[config.mk]
export PLATFORM = sky130hd
export DESIGN_NAME = step_sequencer_track_clock
export DESIGN_NICKNAME = d
export VERILOG_FILES = /design/src/rtl/core/sstc_pkg.sv /design/src/rtl/core/step_sequencer_track_clock.sv /design/src/rtl/core/sstc_ram.sv /design/src/rtl/core/sstc_remdiv.sv
export SDC_FILE = /design/constraint.sdc
export NUM_CORES = 1
export LEC_CHECK = 0
export ABC_AREA = 1
export BUFFER_PORTS_ARGS = -buffer_cell sky130_fd_sc_hd__buf_2
export CAP_MARGIN = 20
export CORE_UTILIZATION = 29
export CTS_CLUSTER_SIZE = 16
export DETAILED_ROUTE_END_ITERATION = 16
export GPL_TIMING_DRIVEN = 1
export PLACE_DENSITY = 0.46
export RECOVER_POWER = 100
export SLEW_MARGIN = 10
export SYNTH_ARGS = -nofsm -noshare
export SYNTH_HDL_FRONTEND = slang
export SYNTH_SLANG_ARGS = --single-unit
[constraint.sdc]
create_clock -name i_clk -period 8.9 [get_ports i_clk]
set_input_delay 0.89 -clock i_clk [delete_from_list [all_inputs] [get_ports i_clk]]
set_output_delay 0.89 -clock i_clk [all_outputs]
set_load 0.005 [all_outputs]
[src/rtl/core/sstc_pkg.sv]
// Shared types and constants for the step sequencer track clock.
// No dependencies; imported by every module of the block but sstc_ram.
`timescale 1ns / 1ps

package sstc_pkg;

    localparam int MAX_STEPS_DEF = 64;
    localparam int MAX_TPS_DEF   = 16;

    localparam int ACTION_W     = 3;
    localparam int VALUE_W      = 7;
    localparam int STEP_COUNT_W = 7;
    localparam int OUT_STEP_W   = 6;
    localparam int PHASE_W      = 2;
    // step count plus length extension
    localparam int LEN_W        = 8;
    // wide enough for any step index or MAX_STEPS itself
    localparam int IDX_W        = 9;

    localparam int APB_DATA_W = 32;
    localparam int APB_ADDR_W = 4;

    localparam int STEP_COUNT_RESET = 16;
    localparam int TPS_RESET        = 4;

    // register indexes, word addressed
    localparam logic [1:0] REG_STEP_COUNT = 2'd0;
    localparam logic [1:0] REG_TRIG_EN    = 2'd1;
    localparam logic [1:0] REG_PLAYING    = 2'd2;

    typedef enum logic [ACTION_W-1:0] {
        ACT_TICK        = 3'd0,
        ACT_SCHED_TEMPO = 3'd1,
        ACT_SET_TEMPO   = 3'd2,
        ACT_ADJUST      = 3'd3,
        ACT_EXTEND      = 3'd4,
        ACT_REWIND      = 3'd5,
        ACT_MUTE        = 3'd6,
        ACT_TOGGLE      = 3'd7
    } t_action;

    typedef struct packed {
        logic busy;
        logic done;
    } t_div_stat;

endpackage

[src/rtl/core/step_sequencer_track_clock.sv]
// One track of a step sequencer clock: tick and control requests in, one result out each.
// A tick that ends a step goes through fire, divide and finish states, the divide state waiting
// on the bit-serial remainder unit that wraps the position (one bit per cycle); a step toggle
// goes through toggle and finish, a step end on an empty loop through fire and finish, and any
// other request straight to finish. A stalled result waits in finish. The block takes one
// request at a time and holds off input while busy. Step active bits live in a RAM with a valid
// flag per step, so no clearing pass is needed. Depends on sstc_pkg, sstc_ram and sstc_remdiv.
`timescale 1ns / 1ps

module step_sequencer_track_clock #(
    parameter int MAX_STEPS = sstc_pkg::MAX_STEPS_DEF,
    parameter int MAX_TPS   = sstc_pkg::MAX_TPS_DEF
) (
    input  logic                              i_clk,
    input  logic                              i_rst_n,
    input  logic                              i_in_valid,
    output logic                              o_in_stall,
    input  logic [sstc_pkg::ACTION_W-1:0]     i_action,
    input  logic [sstc_pkg::VALUE_W-1:0]      i_value,
    output logic                              o_out_valid,
    input  logic                              i_out_stall,
    output logic                              o_trigger_fired,
    output logic [sstc_pkg::OUT_STEP_W-1:0]   o_trigger_step,
    output logic [sstc_pkg::OUT_STEP_W-1:0]   o_position,
    output logic [sstc_pkg::PHASE_W-1:0]      o_phase,
    input  logic                              psel,
    input  logic                              penable,
    input  logic                              pwrite,
    input  logic [sstc_pkg::APB_ADDR_W-1:0]   paddr,
    input  logic [sstc_pkg::APB_DATA_W-1:0]   pwdata,
    output logic [sstc_pkg::APB_DATA_W-1:0]   prdata,
    output logic                              pready
);
    import sstc_pkg::*;

    localparam int POS_W   = (MAX_STEPS > 1) ? $clog2(MAX_STEPS) : 1;
    localparam int TPS_MAX = (MAX_TPS > TPS_RESET) ? MAX_TPS : TPS_RESET;
    localparam int TPS_W   = $clog2(TPS_MAX + 1);
    localparam int DVD_W   = POS_W + 1;

    localparam logic [VALUE_W-1:0] MAX_TPS_V   = VALUE_W'(MAX_TPS);
    localparam logic [IDX_W-1:0]   MAX_STEPS_X = IDX_W'(MAX_STEPS);
    localparam logic [TPS_W-1:0]   TPS_RST     = TPS_W'(TPS_RESET);

    typedef enum logic [2:0] {
        ST_IDLE,
        ST_EXEC,
        ST_FIRE,
        ST_DIV,
        ST_TOG,
        ST_FIN
    } t_state;

    t_state r_state;

    // configuration
    logic [STEP_COUNT_W-1:0] r_step_count;
    logic                    r_trig_en;
    logic                    r_playing;

    // track state
    logic [TPS_W-1:0]   r_elapsed;
    logic [PHASE_W-1:0] r_phase;
    logic [POS_W-1:0]   r_pos;
    logic [TPS_W-1:0]   r_eff;
    logic [TPS_W-1:0]   r_base;
    logic [TPS_W-1:0]   r_pending;
    logic               r_rewind;
    logic [VALUE_W-1:0] r_ext;
    logic               r_muted;
    logic [MAX_STEPS-1:0] r_valid;

    // request and result
    t_action            r_action;
    logic [VALUE_W-1:0] r_value;
    logic [POS_W-1:0]   r_idx;
    logic               r_fired;
    logic [POS_W-1:0]   r_fired_step;
    logic               r_out_valid;
    logic               r_out_fired;
    logic [OUT_STEP_W-1:0] r_out_step;
    logic [OUT_STEP_W-1:0] r_out_pos;
    logic [PHASE_W-1:0] r_out_phase;

    // tick look-ahead
    logic [PHASE_W-1:0] n_phase;
    logic [TPS_W-1:0]   n_el_inc;
    logic               n_rew;
    logic               n_pend;
    logic [TPS_W-1:0]   n_elapsed;
    logic [POS_W-1:0]   n_pos;
    logic [TPS_W-1:0]   n_eff;
    logic               n_step_end;

    logic [IDX_W-1:0]   v_ext;
    logic [VALUE_W-1:0] v_sat;
    logic [VALUE_W-1:0] v_clamp;
    logic               v_in_range;
    logic               v_idx_ok;

    logic [LEN_W-1:0]   len;
    logic [DVD_W-1:0]   dividend;
    logic               ram_rdata;
    logic               ram_we;
    logic               ram_wdata;
    logic [POS_W-1:0]   ram_raddr;
    logic               cur_active;
    logic               tog_bit;

    logic               div_start;
    t_div_stat          div_stat;
    logic [LEN_W-1:0]   div_rem;
    logic [IDX_W-1:0]   rem_x;
    logic [POS_W-1:0]   wrap_pos;

    logic               cfg_wr;
    logic [IDX_W-1:0]   out_step_x;
    logic [IDX_W-1:0]   out_pos_x;

    always_comb begin
        n_phase    = r_phase + PHASE_W'(1);
        n_el_inc   = r_elapsed + TPS_W'(1);
        n_rew      = r_rewind && (n_phase == '0);
        n_pend     = (r_pending != '0) && (n_phase == '0);
        n_elapsed  = (n_rew || n_pend) ? '0 : n_el_inc;
        n_pos      = (n_rew || n_pend) ? '0 : r_pos;
        n_eff      = n_pend ? r_pending : r_eff;
        n_step_end = (n_elapsed >= n_eff);
    end

    always_comb begin
        v_ext      = IDX_W'(r_value);
        v_sat      = (r_value > MAX_TPS_V) ? MAX_TPS_V : r_value;
        v_clamp    = (r_value == '0) ? VALUE_W'(1) : v_sat;
        v_in_range = (r_value != '0) && (r_value <= MAX_TPS_V);
        v_idx_ok   = (v_ext < MAX_STEPS_X);
    end

    assign len        = LEN_W'(r_step_count) + LEN_W'(r_ext);
    assign dividend   = DVD_W'(r_pos) + DVD_W'(1);
    assign div_start  = (r_state == ST_FIRE) && (len != '0);
    assign rem_x      = IDX_W'(div_rem);
    assign wrap_pos   = (rem_x >= MAX_STEPS_X) ? '0 : div_rem[POS_W-1:0];

    // a step never written reads as active
    assign cur_active = r_valid[r_pos] ? ram_rdata : 1'b1;
    assign tog_bit    = r_valid[r_idx] ? ram_rdata : 1'b1;
    assign ram_raddr  = (r_action == ACT_TOGGLE) ? v_ext[POS_W-1:0] : n_pos;
    assign ram_we     = (r_state == ST_TOG);
    assign ram_wdata  = ~tog_bit;

    sstc_ram #(
        .WIDTH (1),
        .DEPTH (MAX_STEPS),
        .AW    (POS_W)
    ) u_active_ram (
        .i_clk   (i_clk),
        .i_we    (ram_we),
        .i_waddr (r_idx),
        .i_wdata (ram_wdata),
        .i_raddr (ram_raddr),
        .o_rdata (ram_rdata)
    );

    sstc_remdiv #(
        .DVD_W (DVD_W)
    ) u_remdiv (
        .i_clk      (i_clk),
        .i_rst_n    (i_rst_n),
        .i_start    (div_start),
        .i_dividend (dividend),
        .i_divisor  (len),
        .o_stat     (div_stat),
        .o_rem      (div_rem)
    );

    assign cfg_wr = psel && penable && pwrite && pready;

    always_ff @(posedge i_clk) begin
        if (!i_rst_n) begin
            r_state      <= ST_IDLE;
            r_step_count <= STEP_COUNT_W'(STEP_COUNT_RESET);
            r_trig_en    <= 1'b1;
            r_playing    <= 1'b1;
            r_elapsed    <= '0;
            r_phase      <= '0;
            r_pos        <= '0;
            r_eff        <= TPS_RST;
            r_base       <= TPS_RST;
            r_pending    <= '0;
            r_rewind     <= 1'b0;
            r_ext        <= '0;
            r_muted      <= 1'b0;
            r_valid      <= '0;
            r_out_valid  <= 1'b0;
        end else begin
            if (cfg_wr) begin
                case (paddr[3:2])
                    REG_STEP_COUNT: r_step_count <= pwdata[STEP_COUNT_W-1:0];
                    REG_TRIG_EN:    r_trig_en    <= pwdata[0];
                    REG_PLAYING:    r_playing    <= pwdata[0];
                    default: ;
                endcase
            end

            // drop a taken result unless the finishing state reloads it this cycle
            if (r_out_valid && !i_out_stall && (r_state != ST_FIN)) begin
                r_out_valid <= 1'b0;
            end

            case (r_state)
                ST_IDLE: begin
                    if (i_in_valid) begin
                        r_action <= t_action'(i_action);
                        r_value  <= i_value;
                        r_state  <= ST_EXEC;
                    end
                end
                ST_EXEC: begin
                    r_fired      <= 1'b0;
                    r_fired_step <= '0;
                    if ((r_action == ACT_TICK) && r_playing && n_step_end) begin
                        r_state <= ST_FIRE;
                    end else if ((r_action == ACT_TOGGLE) && v_idx_ok) begin
                        r_state <= ST_TOG;
                    end else begin
                        r_state <= ST_FIN;
                    end
                    case (r_action)
                        ACT_TICK: begin
                            if (r_playing) begin
                                r_phase <= n_phase;
                                r_pos   <= n_pos;
                                r_eff   <= n_eff;
                                if (n_rew) begin
                                    r_rewind <= 1'b0;
                                end
                                if (n_pend) begin
                                    r_base    <= r_pending;
                                    r_ext     <= '0;
                                    r_pending <= '0;
                                end
                                if (n_step_end) begin
                                    r_elapsed <= '0;
                                end else begin
                                    r_elapsed <= n_elapsed;
                                end
                            end
                        end
                        ACT_SCHED_TEMPO: r_pending <= v_sat[TPS_W-1:0];
                        ACT_SET_TEMPO: begin
                            r_base    <= v_clamp[TPS_W-1:0];
                            r_elapsed <= '0;
                        end
                        ACT_ADJUST: begin
                            if (v_in_range) begin
                                r_eff <= r_value[TPS_W-1:0];
                            end
                        end
                        ACT_EXTEND: r_ext    <= r_value;
                        ACT_REWIND: r_rewind <= 1'b1;
                        ACT_MUTE:   r_muted  <= ~r_muted;
                        ACT_TOGGLE: r_idx    <= v_ext[POS_W-1:0];
                        default: ;
                    endcase
                end
                ST_FIRE: begin
                    if (r_trig_en && !r_muted && cur_active) begin
                        r_fired      <= 1'b1;
                        r_fired_step <= r_pos;
                    end
                    if (len == '0) begin
                        // empty loop: park at step zero and fall back to base
                        r_pos   <= '0;
                        r_ext   <= '0;
                        r_eff   <= r_base;
                        r_state <= ST_FIN;
                    end else begin
                        r_state <= ST_DIV;
                    end
                end
                ST_DIV: begin
                    if (div_stat.done) begin
                        r_pos <= wrap_pos;
                        if (wrap_pos == '0) begin
                            r_ext     <= '0;
                            r_eff     <= r_base;
                            r_elapsed <= '0;
                        end
                        r_state <= ST_FIN;
                    end
                end
                ST_TOG: begin
                    r_valid[r_idx] <= 1'b1;
                    r_state        <= ST_FIN;
                end
                ST_FIN: begin
                    // hold the result until the output register is free
                    if (!r_out_valid || !i_out_stall) begin
                        r_out_valid <= 1'b1;
                        r_out_fired <= r_fired;
                        r_out_step  <= out_step_x[OUT_STEP_W-1:0];
                        r_out_pos   <= out_pos_x[OUT_STEP_W-1:0];
                        r_out_phase <= r_phase;
                        r_state     <= ST_IDLE;
                    end
                end
                default: r_state <= ST_IDLE;
            endcase
        end
    end

    assign out_step_x = IDX_W'(r_fired_step);
    assign out_pos_x  = IDX_W'(r_pos);

    always_comb begin
        case (paddr[3:2])
            REG_STEP_COUNT: prdata = APB_DATA_W'(r_step_count);
            REG_TRIG_EN:    prdata = APB_DATA_W'(r_trig_en);
            REG_PLAYING:    prdata = APB_DATA_W'(r_playing);
            default:        prdata = '0;
        endcase
    end

    assign pready          = 1'b1;
    assign o_in_stall      = (r_state != ST_IDLE);
    assign o_out_valid     = r_out_valid;
    assign o_trigger_fired = r_out_fired;
    assign o_trigger_step  = r_out_step;
    assign o_position      = r_out_pos;
    assign o_phase         = r_out_phase;

endmodule

[src/rtl/core/sstc_ram.sv]
// Generic single-port-write, single-port-read RAM with registered read data.
// Depends on nothing.
`timescale 1ns / 1ps

module sstc_ram #(
    parameter int WIDTH = 1,
    parameter int DEPTH = 64,
    parameter int AW    = (DEPTH > 1) ? $clog2(DEPTH) : 1
) (
    input  logic             i_clk,
    input  logic             i_we,
    input  logic [AW-1:0]    i_waddr,
    input  logic [WIDTH-1:0] i_wdata,
    input  logic [AW-1:0]    i_raddr,
    output logic [WIDTH-1:0] o_rdata
);

    logic [WIDTH-1:0] r_mem [DEPTH];
    logic [WIDTH-1:0] r_rdata;

    always_ff @(posedge i_clk) begin
        if (i_we) begin
            r_mem[i_waddr] <= i_wdata;
        end
        r_rdata <= r_mem[i_raddr];
    end

    assign o_rdata = r_rdata;

endmodule

[src/rtl/core/sstc_remdiv.sv]
// Bit-serial restoring remainder unit: one dividend bit per cycle.
// Depends on sstc_pkg for the divisor width and the status struct.
`timescale 1ns / 1ps

module sstc_remdiv #(
    parameter int DVD_W = 7
) (
    input  logic                     i_clk,
    input  logic                     i_rst_n,
    input  logic                     i_start,
    input  logic [DVD_W-1:0]         i_dividend,
    input  logic [sstc_pkg::LEN_W-1:0] i_divisor,
    output sstc_pkg::t_div_stat      o_stat,
    output logic [sstc_pkg::LEN_W-1:0] o_rem
);
    import sstc_pkg::*;

    localparam int CNT_W = $clog2(DVD_W + 1);

    logic [DVD_W-1:0] r_dvd;
    logic [LEN_W-1:0] r_dvs;
    logic [LEN_W-1:0] r_rem;
    logic [CNT_W-1:0] r_cnt;
    logic             r_busy;
    logic             r_done;

    logic [LEN_W:0]   n_trial;
    logic [LEN_W:0]   n_diff;
    logic [LEN_W-1:0] n_rem;

    // remainder stays below the divisor, so one subtract per bit suffices
    always_comb begin
        n_trial = {r_rem, r_dvd[DVD_W-1]};
        n_diff  = n_trial - {1'b0, r_dvs};
        if (n_trial >= {1'b0, r_dvs}) begin
            n_rem = n_diff[LEN_W-1:0];
        end else begin
            n_rem = n_trial[LEN_W-1:0];
        end
    end

    always_ff @(posedge i_clk) begin
        if (!i_rst_n) begin
            r_busy <= 1'b0;
            r_done <= 1'b0;
            r_cnt  <= '0;
        end else begin
            r_done <= !i_start && r_busy && (r_cnt == CNT_W'(1));
            if (i_start) begin
                r_busy <= 1'b1;
                r_cnt  <= CNT_W'(DVD_W);
                r_dvd  <= i_dividend;
                r_dvs  <= i_divisor;
                r_rem  <= '0;
            end else if (r_busy) begin
                r_rem <= n_rem;
                r_dvd <= r_dvd << 1;
                r_cnt <= r_cnt - CNT_W'(1);
                if (r_cnt == CNT_W'(1)) begin
                    r_busy <= 1'b0;
                end
            end
        end
    end

    assign o_stat.busy = r_busy;
    assign o_stat.done = r_done;
    assign o_rem       = r_rem;

endmodule

==> impl_metrics.json, run 1 <==
{
  "status": "finished, violations left",
  "violations": "capacitance limit, slew limit",
  "syn_area_mm2": 0.0123,
  "worstPathRequired_ns": 8.90,
  "port_buffers": 49,
  "die_w_um": 208,
  "root_buffer": "clkbuf_16",
  "drt_pre_antenna_iters": 5,
  "grt_pass1_wl_um": 56900,
  "clkLatencyLatePin_ns": 0.56,
  "core_mm2": 0.0419,
  "yosysSeqAreaShare": 0.501,
  "layout_setup_ws_ns": 2.85,
  "drv_slew": 147,
  "final_cell_mix": "nor2_1 (315), nand2_1 (261), inv_1 (178)",
  "startpoint": "i_rst_n",
  "final_nets": 1639,
  "irDropWorstVdd_mv": 0.137,
  "clockBufferDepth": 3,
  "worstSetupPathType": "in2reg",
  "fillers": 4499,
  "viasPerCell": 4.78,
  "path_clk_slew_ns": 0.06,
  "via_count": 10127,
  "start_kind": "primary input",
  "min_path_type": "reg2reg",
  "synth-seq-cells": 245,
  "worstHoldStart": "r_fired_step[5]$_SDFFCE_PN0P_",
  "min_period_over_period": 0.680,
  "max-cap-violations": 3,
  "worst_pin_slew_ns": 4.18,
  "cp_max_fo": 82,
  "cts_made_buffers": 29,
  "whs_path_depth": 0,
  "final_common_cell": "nor2_1",
  "drcViolationCount": 0,
  "hold_ws_ns": 0.422,
  "synth_area_per_cell_um2": 8.08,
  "drt-total-wl_um": 36400,
  "grt_setup_unrepaired": "false",
  "period_minus_slack_ns": 6.05,
  "wl_per_cell_um": 17.2,
  "layout-drive-gt1-share": 0.0721,
  "diodes": 0,
  "routabilityCongestion": 0.856,
  "clock_sinks": 245,
  "synth_top_area_share": 0.305,
  "fp.dieH_um": 208,
  "r2r_start": "r_idx[0]$_DFFE_PP_",
  "ctsResizeCount": 0,
  "start_util": 0.294,
  "max_freq_ghz": 0.165,
  "relSlewSlack": -1.79,
  "rrSetupSlack_ns": 2.93,
  "crit_arrival_ns": 6.05,
  "antenna_found_initial": 0,
  "grt_max_degree": 83,
  "die-area_mm2": 0.0432,
  "fin_setup_tns_ns": 0,
  "postCtsSetupRepairBufs": 0,
  "synth_cells": 1522,
  "grt_overflow_total": 0,
  "yosysTopAreaCell": "edfxtp_1",
  "cp-end-kind": "register",
  "power_leakage_uw": 0.00561,
  "synth_ff_type": "edfxtp_1",
  "synth_edf_count": 125,
  "htreeDepth": 1,
  "synthTopCellsByArea": "edfxtp_1 (31%), dfxtp_1 (20%), nor2_1 (9.5%), nand2_1 (7.9%), inv_1 (5.3%)",
  "yosys_warnings": 0,
  "synthArstFlopShare": 0,
  "dp_slack_ns": 4.24,
  "track_usage": 0.170,
  "io_pins": 103,
  "cts_tree": "done",
  "post-dp-hpwl_um": 24900,
  "hold_buffers": 0,
  "drtIter0Drc": 549,
  "hold_viol_final": 0,
  "setup_viol": 0,
  "min_to": "o_trigger_step[5]$_DFFE_PP_",
  "syn2layout_area_growth_pct": 12.9,
  "ant_nets": 0,
  "grt_pass1_vias": 9938,
  "rr_worst_depth": 9,
  "num_rows": 75,
  "worst_r2r_endpoint": "u_active_ram.r_mem[33]$_DFFE_PP_",
  "synth.distinct_cells": 54,
  "power_density_mw_per_mm2": 199,
  "skew_ns": 0.0205
}
-- metrics by stage --
step | cell area (um^2) | util | cells | power, uW
2_1_floorplan | 12400 | - | 1546 | 1440
3_3_place_gp | 12900 | 0.309 | 2067 | 1540
3_5_place_dp | 12900 | 0.309 | 2067 | 1540
4_1_cts | 14000 | 0.333 | 2120 | 2800
5_1_grt | 13900 | 0.332 | 2120 | 2880
6_report | 13900 | 0.332 | 2120 | 2770
-- cell usage after synthesis, drive strengths merged, types with 17 or more instances --
cell      n
edfxtp  125
nand2   266
nor3     22
ha       25
nor2    319
buf      47
nand4    17
dfxtp   120
o21ai    74
a21oi    64
o221ai   17
inv     180
clkbuf   28
nand3   127
-- cell type report --
class,instances,area [um^2],area share
Clock buffer,42,846,0.0609
Clock inverter,11,164,0.0118
Inverter,183,687,0.0495
Multi-Input combinational cell,1043,5080,0.366
Sequential cell,245,6160,0.443
Tap cell,539,674,0.0486
Timing Repair Buffer,57,279,0.0201
-- state kept, by name, indices dropped and copies added, names as in the netlist, 6 cells and up --
name                cells
o_position              6
r_step_count            7
r_value                 7
u_remdiv.o_rem          8
r_valid                64
r_fired_step            6
o_trigger_step          6
r_ext                   7
r_idx                   6
u_remdiv.r_dvs          8
u_remdiv.r_dvd          7
r_pos                   6
u_active_ram.r_mem     64
-- cells by family (layout without fill, tap and decap cells) --
| group | after synthesis | in the layout | synth area share |
|---|---|---|---|
| fa+ha+maj | 27 | 27 | 0.0287 |
| buf+inv | 258 | 293 | 0.0908 |
| simple gates | 773 | 773 | 0.269 |
| compound gates | 203 | 203 | 0.100 |
| xor+xnor | 14 | 14 | 0.00997 |
| other cells | 2 | 26 | 0.000611 |
| flops | 245 | 245 | 0.501 |
-- report_power, final --
group	internal [uW]	leakage [uW]	switching, uW	total, uW
clock network	774	0.000493	480	1250
logic	76.5	0.00299	201	278
registers	1210	0.00212	26.7	1240
-- per-layer routing --
layer  GRT usage  part of all wire
met1       0.214              0.44
met4      0.0564             0.029
met3      0.0315             0.057
met2       0.292              0.48
met5           0                 0
-- how the worst max path moves through the flow --
stage,slack (ns),end
after floorplan,5.17,u_active_ram.r_mem[0]$_DFFE_PP_
after global placement,4.30,u_active_ram.r_mem[29]$_DFFE_PP_
after detailed placement,4.24,u_active_ram.r_mem[29]$_DFFE_PP_
after CTS,4.22,u_active_ram.r_mem[33]$_DFFE_PP_
after global routing,2.28,r_fired_step[2]$_SDFFCE_PN0P_
final,2.85,r_fired$_DFFE_PP_
-- worst max-delay path: stages --
cell and delay [ns]:
clkbuf_1 0.55, inv_1 0.65, clkbuf_1 2.97, a21oi_1 0.96
Power figures use the tool's default switching activity.
==> inputs of run 2 (changes only) <==
--- a/config.mk
+++ b/config.mk
@@ -12,7 +12,7 @@
 export CTS_CLUSTER_SIZE = 16
 export DETAILED_ROUTE_END_ITERATION = 16
 export GPL_TIMING_DRIVEN = 1
-export PLACE_DENSITY = 0.46
+export PLACE_DENSITY = 0.47
 export RECOVER_POWER = 100
 export SLEW_MARGIN = 10
 export SYNTH_ARGS = -nofsm -noshare
==> constraint.sdc (replaced) <==
create_clock -name i_clk -period 5.5 [get_ports i_clk]
set_input_delay 0.55 -clock i_clk [delete_from_list [all_inputs] [get_ports i_clk]]
set_output_delay 0.55 -clock i_clk [all_outputs]
set_load 0.005 [all_outputs]
==> impl_metrics.json, run 2 (synthesis gave the netlist of run 1 again) <==
{
  "violations": "capacitance limit, slew limit",
  "min_path_type": "in2reg",
  "routabilityCongestion": 0.849,
  "postCtsSetupRepairBufs": 0,
  "final_common_cell": "nor2_1",
  "cp_max_fo": 27,
  "reg.largest.list": "r_valid x64, u_active_ram.r_mem x64",
  "htreeDepth": 1,
  "ant_nets": 0,
  "min_period_over_period": 0.805,
  "die_w_um": 208,
  "status": "finished, violations left",
  "relSlewSlack": -0.191,
  "fp.dieH_um": 208,
  "clock_sinks": 245,
  "path_clk_slew_ns": 0.06,
  "crit_top_cell": "nand2_1",
  "clockBufferDepth": 3,
  "clkLatencyLatePin_ns": 0.56,
  "cp_slowest_stage_delay_ns": 1.13,
  "num_rows": 75,
  "port_buffers": 49,
  "cp-end-kind": "register",
  "crit_slowest_cell": "clkbuf_1",
  "r2r_start": "r_pos[0]$_SDFFE_PN0P_",
  "start_kind": "register",
  "setup_viol": 0,
  "max_freq_ghz": 0.226,
  "fin_setup_tns_ns": 0,
  "crit_arrival_ns": 4.66,
  "power_leakage_uw": 0.00558,
  "io_pins": 103,
  "drt_pre_antenna_iters": 5,
  "cts_made_buffers": 28,
  "power_density_mw_per_mm2": 319,
  "p_total_uw": 4420,
  "max-cap-violations": 3,
  "grt_pass1_vias": 9679,
  "grt_pass1_wl_um": 56100,
  "root_buffer": "clkbuf_16",
  "rr_worst_depth": 12,
  "final_nets": 1641,
  "worst_pin_slew_ns": 1.79,
  "whs_path_depth": 1,
  "hold_ws_ns": 0.168,
  "drcViolationCount": 0,
  "grt_overflow_total": 0,
  "die-area_mm2": 0.0432,
  "wl_per_cell_um": 17.2,
  "syn2layout_area_growth_pct": 12.7,
  "startpoint": "r_pos[0]$_SDFFE_PN0P_",
  "fin_util": 0.331,
  "via_count": 10223,
  "skew_ns": 0.0103,
  "drtIter0Drc": 686,
  "hold_buffers": 0,
  "core_mm2": 0.0419,
  "irDropWorstVdd_mv": 0.206,
  "period_minus_slack_ns": 4.43,
  "antenna_found_initial": 0,
  "layout-drive-gt1-share": 0.0708,
  "worstPathRequired_ns": 5.73,
  "worstSetupPathType": "reg2reg",
  "track_usage": 0.168,
  "diodes": 0,
  "final_cell_mix": "nor2_1 (319), nand2_1 (261), inv_1 (178)",
  "grt_setup_unrepaired": "false",
  "viasPerCell": 4.82,
  "ctsResizeCount": 0,
  "path_cells": "clkbuf_1 > inv_1 > nand2_1 > o221ai_1 > nand2_1 > nand3_1 > nand2_1 > nand2_1 > nand3_1 > nand3_1 > nand2_1 > a21oi_1",
  "start_util": 0.294,
  "drt-total-wl_um": 36500,
  "grt_max_degree": 78,
  "worstHoldStart": "i_value[0]",
  "post-dp-hpwl_um": 24600,
  "drv_slew": 123,
  "cts_tree": "done",
  "hold_viol_final": 0
}
==> run 2: cell types whose count changed in the layout (fill, tap and decap cells not counted), moves of 3 or more <==
cell        before  now
buf_4            4    7
clkinvlp_4       1    5
clkbuf_1        20   16
clkbuf_8         5    2
nor2_1         315  319
==> run 2: layer usage <==
layer	share of wire	vias to the layer above	track usage
met2	0.46	307	0.276
met3	0.059	81	0.0299
met5	0	-	0
met4	0.036	0	0.0636
met1	0.44	4766	0.219
li1	-	5069	-
==> run 2: cell type report <==
type                       instances  area [um^2]
tap                              539          674
inverter                         183          687
sequential                       245         6160
timing repair buffer              60          303
multi-input combinational       1043         5060
fill                            4422        28000
clock inverter                    16          203
clock buffer                      36          772
==> run 2: path summary, 6_finish.rpt <==
check | end | slack, ns
setup / recovery | r_fired_step[4]$_SDFFCE_PN0P_ | 1.07
hold reg to reg | o_trigger_step[0]$_DFFE_PP_ | 0.42
setup reg to reg | r_fired_step[4]$_SDFFCE_PN0P_ | 1.07
hold / removal | r_value[0]$_DFFE_PP_ | 0.17
==> run 2: worst max-delay path, delay by kind of cell (launching register included) <==
family,cells,cell delay [ns]
AO/OA/AOI/OAI,2,0.45
AND/OR/NAND/NOR,8,1.41
flip-flops,1,0.30
buffers and inverters,2,1.93
==> run 2: where the power goes <==
| part | internal, uW | switching (uW) | total (uW) |
|---|---|---|---|
| logic | 125 | 322 | 447 |
| clock network | 1180 | 791 | 1970 |
| registers | 1960 | 46.8 | 2000 |
==> run 2: metrics by stage <==
step | area (um^2) | worst slack, ns | cells
floorplan | 12400 | 1.77 | 1546
global placement | 13000 | 1.86 | 2070
detailed placement | 13000 | 1.86 | 2070
CTS | 13900 | 1.84 | 2122
global route | 13900 | 0.836 | 2122
finish | 13900 | 1.07 | 2122
